===== src/rtl/cfe_pkg.sv =====
// Shared types, constants and the djb2 hash for the cuckoo filter engine
package cfe_pkg;

    localparam int unsigned BUCKET_COUNT_DEF = 128;
    localparam int unsigned FP_W             = 16;
    localparam int unsigned LIMIT_W          = 8;
    localparam logic [LIMIT_W-1:0] LIMIT_RESET = 8'd8;
    localparam logic [FP_W-1:0]    DJB2_SEED   = 16'd5381;
    localparam int unsigned QUEUE_DEPTH      = 2;

    localparam logic OP_INSERT = 1'b0;
    localparam logic OP_LOOKUP = 1'b1;

    // One queued request
    typedef struct packed {
        logic            op;
        logic            pick;
        logic [FP_W-1:0] fp;
    } t_item;

    // 16-bit djb2 over two bytes, low byte first
    function automatic logic [FP_W-1:0] djb2_word(input logic [FP_W-1:0] w);
        logic [FP_W-1:0] h;
        h = DJB2_SEED;
        h = (h << 5) + h + {8'd0, w[7:0]};
        h = (h << 5) + h + {8'd0, w[15:8]};
        return h;
    endfunction

endpackage


===== src/rtl/cuckoo_filter_engine.sv =====
// Cuckoo filter engine top level: config register, front end and back end
//
// Usage:
//  - Request channel (i_valid/o_ready): i_op (0 insert, 1 lookup), i_key,
//    i_victim_pick. Result channel (o_valid/i_ready): o_ok,
//    o_relocations_used, o_fingerprint_out, one result beat per request.
//  - Config channel (i_cfg_valid/o_cfg_ready) writes relocation_limit;
//    write it only while the engine is idle. Reset value is 8.
//  - The front end hashes the key and holds up to two requests; the back
//    end works on one request at a time on a one-read, one-write table.
//  - A request waits in the queue; the back end then reads both candidate
//    buckets and loads the result register. An insert that evicts also
//    reads and checks alternate buckets, one table read and one table
//    write per relocation. The back end takes no new request until it
//    has loaded the result register for the last one.
//  - After reset the table is cleared, one bucket per cycle, over all
//    BUCKET_COUNT buckets; o_ready stays low during that sweep.
//  - When the receiver stalls, the result register holds, the back end
//    parks its next result, and the queue keeps taking beats until full.
module cuckoo_filter_engine #(
    parameter int unsigned BUCKET_COUNT = cfe_pkg::BUCKET_COUNT_DEF
) (
    input  logic        i_clk,
    input  logic        i_rst_n,
    input  logic        i_valid,
    output logic        o_ready,
    input  logic        i_op,
    input  logic [15:0] i_key,
    input  logic        i_victim_pick,
    output logic        o_valid,
    input  logic        i_ready,
    output logic        o_ok,
    output logic [7:0]  o_relocations_used,
    output logic [15:0] o_fingerprint_out,
    input  logic        i_cfg_valid,
    output logic        o_cfg_ready,
    input  logic [7:0]  i_cfg_data
);
    import cfe_pkg::*;

    localparam int unsigned IW = $clog2(BUCKET_COUNT);

    logic [LIMIT_W-1:0] r_limit;
    logic               clearing, head_valid, pop;
    t_item              head;
    logic [IW-1:0]      head_i1, head_i2;

    assign o_cfg_ready = 1'b1;

    // Relocation limit register
    always_ff @(posedge i_clk) begin
        if (!i_rst_n) begin
            r_limit <= LIMIT_RESET;
        end else if (i_cfg_valid && o_cfg_ready) begin
            r_limit <= i_cfg_data;
        end
    end

    cfe_front #(
        .BUCKET_COUNT (BUCKET_COUNT),
        .IW           (IW)
    ) u_front (
        .i_clk         (i_clk),
        .i_rst_n       (i_rst_n),
        .i_valid       (i_valid),
        .o_ready       (o_ready),
        .i_op          (i_op),
        .i_key         (i_key),
        .i_victim_pick (i_victim_pick),
        .i_clearing    (clearing),
        .o_head_valid  (head_valid),
        .o_head        (head),
        .o_head_i1     (head_i1),
        .o_head_i2     (head_i2),
        .i_pop         (pop)
    );

    cfe_back #(
        .BUCKET_COUNT (BUCKET_COUNT),
        .IW           (IW)
    ) u_back (
        .i_clk              (i_clk),
        .i_rst_n            (i_rst_n),
        .i_limit            (r_limit),
        .o_clearing         (clearing),
        .i_head_valid       (head_valid),
        .i_head             (head),
        .i_head_i1          (head_i1),
        .i_head_i2          (head_i2),
        .o_pop              (pop),
        .o_valid            (o_valid),
        .i_ready            (i_ready),
        .o_ok               (o_ok),
        .o_relocations_used (o_relocations_used),
        .o_fingerprint_out  (o_fingerprint_out)
    );

endmodule


===== src/rtl/cfe_front.sv =====
// Front end: hashes keys into fingerprints and queues requests
module cfe_front #(
    parameter int unsigned BUCKET_COUNT = 128,
    parameter int unsigned IW           = 7
) (
    input  logic                  i_clk,
    input  logic                  i_rst_n,
    input  logic                  i_valid,
    output logic                  o_ready,
    input  logic                  i_op,
    input  logic [15:0]           i_key,
    input  logic                  i_victim_pick,
    input  logic                  i_clearing,
    output logic                  o_head_valid,
    output cfe_pkg::t_item        o_head,
    output logic [IW-1:0]         o_head_i1,
    output logic [IW-1:0]         o_head_i2,
    input  logic                  i_pop
);
    import cfe_pkg::*;

    localparam logic [IW-1:0] MASK = IW'(BUCKET_COUNT - 1);
    localparam int unsigned   CW   = $clog2(QUEUE_DEPTH + 1);
    localparam int unsigned   PW   = $clog2(QUEUE_DEPTH);

    t_item          r_q [QUEUE_DEPTH];
    logic [PW-1:0]  r_wr_ptr, r_rd_ptr;
    logic [CW-1:0]  r_cnt;
    logic           push;
    logic [FP_W-1:0] head_hash;

    assign o_ready      = !i_clearing && (r_cnt != CW'(QUEUE_DEPTH));
    assign push         = i_valid && o_ready;
    assign o_head_valid = (r_cnt != '0);
    assign o_head       = r_q[r_rd_ptr];

    // Both candidate buckets from the fingerprint at the head
    assign head_hash = djb2_word(o_head.fp);
    assign o_head_i1 = o_head.fp[IW-1:0] & MASK;
    assign o_head_i2 = o_head_i1 ^ (head_hash[IW-1:0] & MASK);

    // Queue storage
    always_ff @(posedge i_clk) begin
        if (push) begin
            r_q[r_wr_ptr] <= '{op: i_op, pick: i_victim_pick, fp: djb2_word(i_key)};
        end
    end

    // Queue pointers and fill count
    always_ff @(posedge i_clk) begin
        if (!i_rst_n) begin
            r_wr_ptr <= '0;
            r_rd_ptr <= '0;
            r_cnt    <= '0;
        end else begin
            if (push) begin
                r_wr_ptr <= (r_wr_ptr == PW'(QUEUE_DEPTH - 1)) ? '0 : r_wr_ptr + 1'b1;
            end
            if (i_pop) begin
                r_rd_ptr <= (r_rd_ptr == PW'(QUEUE_DEPTH - 1)) ? '0 : r_rd_ptr + 1'b1;
            end
            case ({push, i_pop})
                2'b10:   r_cnt <= r_cnt + 1'b1;
                2'b01:   r_cnt <= r_cnt - 1'b1;
                default: r_cnt <= r_cnt;
            endcase
        end
    end

endmodule


===== src/rtl/cfe_back.sv =====
// Back end: bucket table, insert/relocate/lookup sequencer, result register
module cfe_back #(
    parameter int unsigned BUCKET_COUNT = 128,
    parameter int unsigned IW           = 7
) (
    input  logic                       i_clk,
    input  logic                       i_rst_n,
    input  logic [cfe_pkg::LIMIT_W-1:0] i_limit,
    output logic                       o_clearing,
    input  logic                       i_head_valid,
    input  cfe_pkg::t_item             i_head,
    input  logic [IW-1:0]              i_head_i1,
    input  logic [IW-1:0]              i_head_i2,
    output logic                       o_pop,
    output logic                       o_valid,
    input  logic                       i_ready,
    output logic                       o_ok,
    output logic [7:0]                 o_relocations_used,
    output logic [15:0]                o_fingerprint_out
);
    import cfe_pkg::*;

    localparam logic [IW-1:0] MASK = IW'(BUCKET_COUNT - 1);

    typedef enum logic [6:0] {
        S_CLEAR = 7'b0000001,
        S_IDLE  = 7'b0000010,
        S_RD1   = 7'b0000100,
        S_RD2   = 7'b0001000,
        S_ALT   = 7'b0010000,
        S_CHK   = 7'b0100000,
        S_DONE  = 7'b1000000
    } t_state;

    logic [FP_W-1:0] mem [BUCKET_COUNT];
    logic [FP_W-1:0] r_rdata;

    t_state             r_state, n_state;
    logic [IW-1:0]      r_clr, n_clr;
    logic               r_op, n_op, r_pick, n_pick;
    logic [FP_W-1:0]    r_fp, n_fp, r_e1, n_e1, r_hold, n_hold;
    logic [IW-1:0]      r_i1, n_i1, r_i2, n_i2, r_cur, n_cur;
    logic [LIMIT_W-1:0] r_cnt, n_cnt;
    logic               r_res_ok, n_res_ok;
    logic               r_out_valid, n_out_valid, r_out_ok, n_out_ok;
    logic [7:0]         r_out_cnt, n_out_cnt;
    logic [FP_W-1:0]    r_out_fp, n_out_fp;

    logic               we;
    logic [IW-1:0]      waddr, raddr, alt;
    logic [FP_W-1:0]    wdata, hold_hash;

    assign o_clearing         = (r_state == S_CLEAR);
    assign o_valid            = r_out_valid;
    assign o_ok               = r_out_ok;
    assign o_relocations_used = r_out_cnt;
    assign o_fingerprint_out  = r_out_fp;

    // Alternate bucket of the fingerprint in hand
    assign hold_hash = djb2_word(r_hold);
    assign alt       = r_cur ^ (hold_hash[IW-1:0] & MASK);

    // Bucket table: one write port, one registered read port
    always_ff @(posedge i_clk) begin
        if (we) begin
            mem[waddr] <= wdata;
        end
        r_rdata <= mem[raddr];
    end

    // Sequencer
    always_comb begin
        n_state     = r_state;
        n_clr       = r_clr;
        n_op        = r_op;
        n_pick      = r_pick;
        n_fp        = r_fp;
        n_e1        = r_e1;
        n_hold      = r_hold;
        n_i1        = r_i1;
        n_i2        = r_i2;
        n_cur       = r_cur;
        n_cnt       = r_cnt;
        n_res_ok    = r_res_ok;
        n_out_valid = r_out_valid && !i_ready;
        n_out_ok    = r_out_ok;
        n_out_cnt   = r_out_cnt;
        n_out_fp    = r_out_fp;
        we          = 1'b0;
        waddr       = r_cur;
        wdata       = r_hold;
        raddr       = r_cur;
        o_pop       = 1'b0;
        case (r_state)
            S_CLEAR: begin
                we    = 1'b1;
                waddr = r_clr;
                wdata = '0;
                n_clr = r_clr + 1'b1;
                if (r_clr == IW'(BUCKET_COUNT - 1)) begin
                    n_state = S_IDLE;
                end
            end
            S_IDLE: begin
                raddr = i_head_i1;
                if (i_head_valid) begin
                    o_pop   = 1'b1;
                    n_op    = i_head.op;
                    n_pick  = i_head.pick;
                    n_fp    = i_head.fp;
                    n_i1    = i_head_i1;
                    n_i2    = i_head_i2;
                    n_cnt   = '0;
                    n_state = S_RD1;
                end
            end
            S_RD1: begin
                raddr   = r_i2;
                n_e1    = r_rdata;
                n_state = S_RD2;
            end
            S_RD2: begin
                n_state = S_DONE;
                if (r_op == OP_LOOKUP) begin
                    n_res_ok = (r_e1 == r_fp) || (r_rdata == r_fp);
                end else if (r_e1 == '0) begin
                    we       = 1'b1;
                    waddr    = r_i1;
                    wdata    = r_fp;
                    n_res_ok = 1'b1;
                end else if (r_rdata == '0) begin
                    we       = 1'b1;
                    waddr    = r_i2;
                    wdata    = r_fp;
                    n_res_ok = 1'b1;
                end else begin
                    // both full: evict the picked entry
                    we      = 1'b1;
                    waddr   = r_pick ? r_i1 : r_i2;
                    wdata   = r_fp;
                    n_cur   = waddr;
                    n_hold  = r_pick ? r_e1 : r_rdata;
                    n_state = S_ALT;
                end
            end
            S_ALT: begin
                raddr   = alt;
                n_cur   = alt;
                n_state = S_CHK;
            end
            S_CHK: begin
                if (r_rdata == '0) begin
                    we       = 1'b1;
                    n_res_ok = 1'b1;
                    n_state  = S_DONE;
                end else if (r_cnt >= i_limit) begin
                    // limit reached: drop the fingerprint in hand
                    n_res_ok = 1'b0;
                    n_state  = S_DONE;
                end else begin
                    we      = 1'b1;
                    n_cnt   = r_cnt + 1'b1;
                    n_hold  = r_rdata;
                    n_state = S_ALT;
                end
            end
            S_DONE: begin
                if (!r_out_valid || i_ready) begin
                    n_out_valid = 1'b1;
                    n_out_ok    = r_res_ok;
                    n_out_cnt   = r_cnt;
                    n_out_fp    = r_fp;
                    n_state     = S_IDLE;
                end
            end
            default: begin
                n_state = S_CLEAR;
            end
        endcase
    end

    // Control state
    always_ff @(posedge i_clk) begin
        if (!i_rst_n) begin
            r_state     <= S_CLEAR;
            r_clr       <= '0;
            r_out_valid <= 1'b0;
        end else begin
            r_state     <= n_state;
            r_clr       <= n_clr;
            r_out_valid <= n_out_valid;
        end
    end

    // Working and result payload
    always_ff @(posedge i_clk) begin
        r_op      <= n_op;
        r_pick    <= n_pick;
        r_fp      <= n_fp;
        r_e1      <= n_e1;
        r_hold    <= n_hold;
        r_i1      <= n_i1;
        r_i2      <= n_i2;
        r_cur     <= n_cur;
        r_cnt     <= n_cnt;
        r_res_ok  <= n_res_ok;
        r_out_ok  <= n_out_ok;
        r_out_cnt <= n_out_cnt;
        r_out_fp  <= n_out_fp;
    end

endmodule


===== config.mk =====
export PLATFORM = sky130hd
export DESIGN_NAME = cuckoo_filter_engine
export DESIGN_NICKNAME = d
export VERILOG_FILES = /design/src/rtl/cfe_pkg.sv /design/src/rtl/cuckoo_filter_engine.sv /design/src/rtl/cfe_front.sv /design/src/rtl/cfe_back.sv
export SDC_FILE = /design/constraint.sdc
export NUM_CORES = 2
export LEC_CHECK = 0
export ABC_AREA = 1
export BUFFER_PORTS_ARGS = -buffer_cell sky130_fd_sc_hd__buf_2
export CAP_MARGIN = 20
export CORE_ASPECT_RATIO = 2
export CORE_MARGIN = 1.5
export CORE_UTILIZATION = 51
export CTS_CLUSTER_SIZE = 30
export DETAILED_ROUTE_END_ITERATION = 16
export GPL_TIMING_DRIVEN = 0
export PLACE_DENSITY = 0.65
export SLEW_MARGIN = 20
export SYNTH_ARGS = -nofsm -noshare
export SYNTH_HDL_FRONTEND = slang
export SYNTH_SLANG_ARGS = --single-unit

===== constraint.sdc =====
create_clock -name i_clk -period 14.7 [get_ports i_clk]
set_input_delay 1.47 -clock i_clk [delete_from_list [all_inputs] [get_ports i_clk]]
set_output_delay 1.47 -clock i_clk [all_outputs]
set_load 0.02 [all_outputs]

==> results.yml <==
die:
  die_area_um2: 184900
  core_area_um2: 181100
  die_h_um: 606.6
  io_pins: 59
  die-width_um: 304.8
  rows: 221
  initial_core_util_pct: 51.29
final_layout:
  drive_above_1_share_pct: 13.03
  area_growth_pct: 15.08
  final_cells: 10772
  post-route-util_pct: 59.03
  fin_nets: 8342
  layout_commonest_cell: "nand3_1"
  mostFrequentLayoutCells: "nand3_1, edfxtp_1, nand2_1"
critical_path:
  worstPathArrival_ps: 7310
  crit_type: "flop to flop"
  endpoint_kind: "flop"
  regToRegSetupSlack_ps: 8160
  cp-start-kind: "flop"
  path_max_fanout: 11
  critical_path_required_ps: 15470
  reg2reg_depth: 16
timing:
  finalCriticalPeriod_ps: 6541
  rsz0062_at_grt: "no"
  finalWorstSetupSlack_ps: 8159
  hold_viol: 0
  finClkSkew_ps: 46.03
  maxSlewHeadroom_pct: 12.63
  tightest_slew_ps: 1311
  drv_slew: 0
  final-setup-viol-count: 0
  hold_ws_ps: 465.7
  clock.fmax_mhz: 152.9
  fin_crit_sh_pct: 44.49
placement:
  gp_congestion: 1.029
  pre_cts_ws_ps: 8614
  place_hpwl_mm: 285.2
  place_inst: 10386
  portBuffers: 56
global_routing:
  grt_antenna_before_repair: 28
  use_met1_pct: 40.89
  grt_max_degree: 59
  grt_use_met2_pct: 71.46
  grt_pass1_vias: 68386
  grt-ovfl-total: 0
  grt_pass1_wl_mm: 528.5
  grtUsageMet3_pct: 8.373
  grtUsageTotal_pct: 41.84
  busiest_layer: "met2"
power:
  p_comb_share_pct: 4.3
  p_leak_uw: 0.03864
  p_int_uw: 10060
  p_sw_share_pct: 22.00
  peakVddDrop_mv: 0.1381
  power_density_nw_per_um2: 120.7
  p_seq_share_pct: 54.7
  pwr-share-clk_pct: 41.0
  power.switching_uw: 2837
route:
  drt_iter0_drc: 8961
  final_antenna_net_count: 0
  drc: 0
  post_drt_wl_per_cell_um: 35.99
  drtPass1Iterations: 12
  routed_wl_mm: 387.7
  viasPerCell: 6.481
  vias: 69818
clock_tree:
  cts_tree: "built"
  cts_inserted_buffers: 198
  clockBufferDepth: 4
  cts_setup_buffers: 0
  cts_sinks: 2226
  cts-htree-levels: 4
  clk_pin_slew_worst_paths_ps: 70
  postCtsResizedCells: 0
  cts-root-buf: "clkbuf_16"
  worst_skew_pair.late_latency_ps: 890
  holdBufCountCts: 0
logic_synthesis:
  yosysWarnings: 0
  ys_ff_latch: 2226
  synth.avg_cell_area_um2: 11.92
  ys_seq_area_share_pct: 71.48
  synthDistinctLibCells: 49
  syn-instance-count: 7795
  synth_nets: 7888
  synth_edf_count: 2182
  synth_area_um2: 92900
  async_reset_ff_share_pct: 0
  synth_top_flop_cell: "edfxtp_1"
hold_path:
  hold_depth: 1
  min_path_type: "flop to flop"
run_status:
  run_status: "completed"
run:
  cap_violations: 0
-- cells in the mapped netlist (2+ instances only) --
master	instances	area share [%]
a221oi_1	9	0.085
inv_1	128	0.52
nor2_4	2	0.024
o21ai_0	71	0.38
o2111ai_1	3	0.028
a31oi_1	6	0.040
dfxtp_1	44	0.95
nand4_1	17	0.11
ha_1	54	0.73
nor3_1	12	0.065
fa_1	8	0.17
buf_2	350	1.9
xor2_1	53	0.50
nand2_1	1425	5.8
nand2_2	3	0.020
or2_2	9	0.061
clkbuf_1	156	0.63
nor2_2	3	0.020
o21ai_1	4	0.022
a21o_1	2	0.016
nor4_1	6	0.040
edfxtp_1	2182	71
buf_1	42	0.17
a22o_1	4	0.038
nand3_1	2875	15
a211oi_1	2	0.016
inv_2	17	0.069
clkinv_1	2	0.0081
nor2_1	187	0.76
a21oi_1	54	0.29
o211ai_1	6	0.048
and3_1	2	0.013
o22ai_1	11	0.074
a32oi_1	5	0.047
buf_4	13	0.11
xnor2_1	14	0.13
nand2_4	2	0.024
-- registers in the layout (all words and copies together) (netlist names), 6 cells and up, named ones only --
name,cells
u_back.mem,2048
u_front.r_q,36
u_back.o_fingerprint_out,16
u_back.r_e1,16
u_back.r_hold,16
u_back.r_rdata,16
u_back.r_fp,10
r_limit,8
u_back.o_relocations_used,8
u_back.r_cnt,8
u_back.r_clr,7
u_back.r_cur,7
u_back.r_i2,7
u_back.r_state,7
u_back.r_i1,6
-- critical path: stages (launching register included) --
cell and delay, ps:
edfxtp_1 460, ha_1 390, ha_1 300, ha_1 210, fa_1 510, xor2_1 180, nand2_1 150, nand3_1 750
inv_1 350, buf_2 690, clkbuf_1 870, nand3_1 290, nand3_1 160, nand3_1 150, nand3_1 580, nand3_1 140
nand2_1 180
-- cell families (layout without fill, tap and decap cells) --
family / after synthesis / after routing / share of synthesized area (%)
DFF: 2226 / 2226 / 71.48
and+or+nand+nor: 4548 / 4548 / 22.45
adders and majority gates: 62 / 62 / 0.8996
other: 1 / 28 / 0.004036
buffers and inverters: 708 / 1317 / 3.384
xor gates and xnor gates: 67 / 67 / 0.6316
AOI/OAI and AO/OA: 183 / 183 / 1.153
-- power by group through the flow --
stage | clock [µW] | combinational, µW | sequential (µW)
3_3_place_gp | 0 | 425 | 7270
6_report | 5280 | 560 | 7050
3_5_place_dp | 0 | 544 | 7190
4_1_cts | 5270 | 546 | 7050
5_1_grt | 5490 | 569 | 7050
2_1_floorplan | 0 | 199 | 7210
-- stage by stage --
stage	power, µW	setup TNS (ps)	cell area, µm²
3_3_place_gp	7694	-3164080	96110
5_1_grt	13110	0	106900
3_5_place_dp	7736	0	100500
6_report	12900	0	106900
4_1_cts	12870	0	106800
2_1_floorplan	7412	0	92900
-- cell type report --
class | count | area, µm²
antenna | 27 | 67.56
buffer | 561 | 2610
clock buffer | 237 | 5165
clock inverter | 118 | 1121
fill | 14676 | 74210
inverter | 147 | 551.8
multi-input combinational | 4861 | 24090
sequential | 2226 | 66400
tap | 2341 | 2929
timing repair buffer | 254 | 3966
-- metal layers --
metal  part of all wire, %  wire length, µm
met1                    29           113500
met2                    49           191600
met3                   8.4            32400
met4                    13            50110
met5                 0.023               90
-- path summary, 6_finish.rpt --
path | from | endpoint
min reg2reg | u_front.r_rd_ptr | u_front.r_rd_ptr
max reg2reg | u_back.r_hold[0] | u_back.r_rdata[12]
max | u_back.r_hold[0] | u_back.r_rdata[12]
min | u_front.r_rd_ptr | u_front.r_rd_ptr
(Power assumes the default switching activity.)
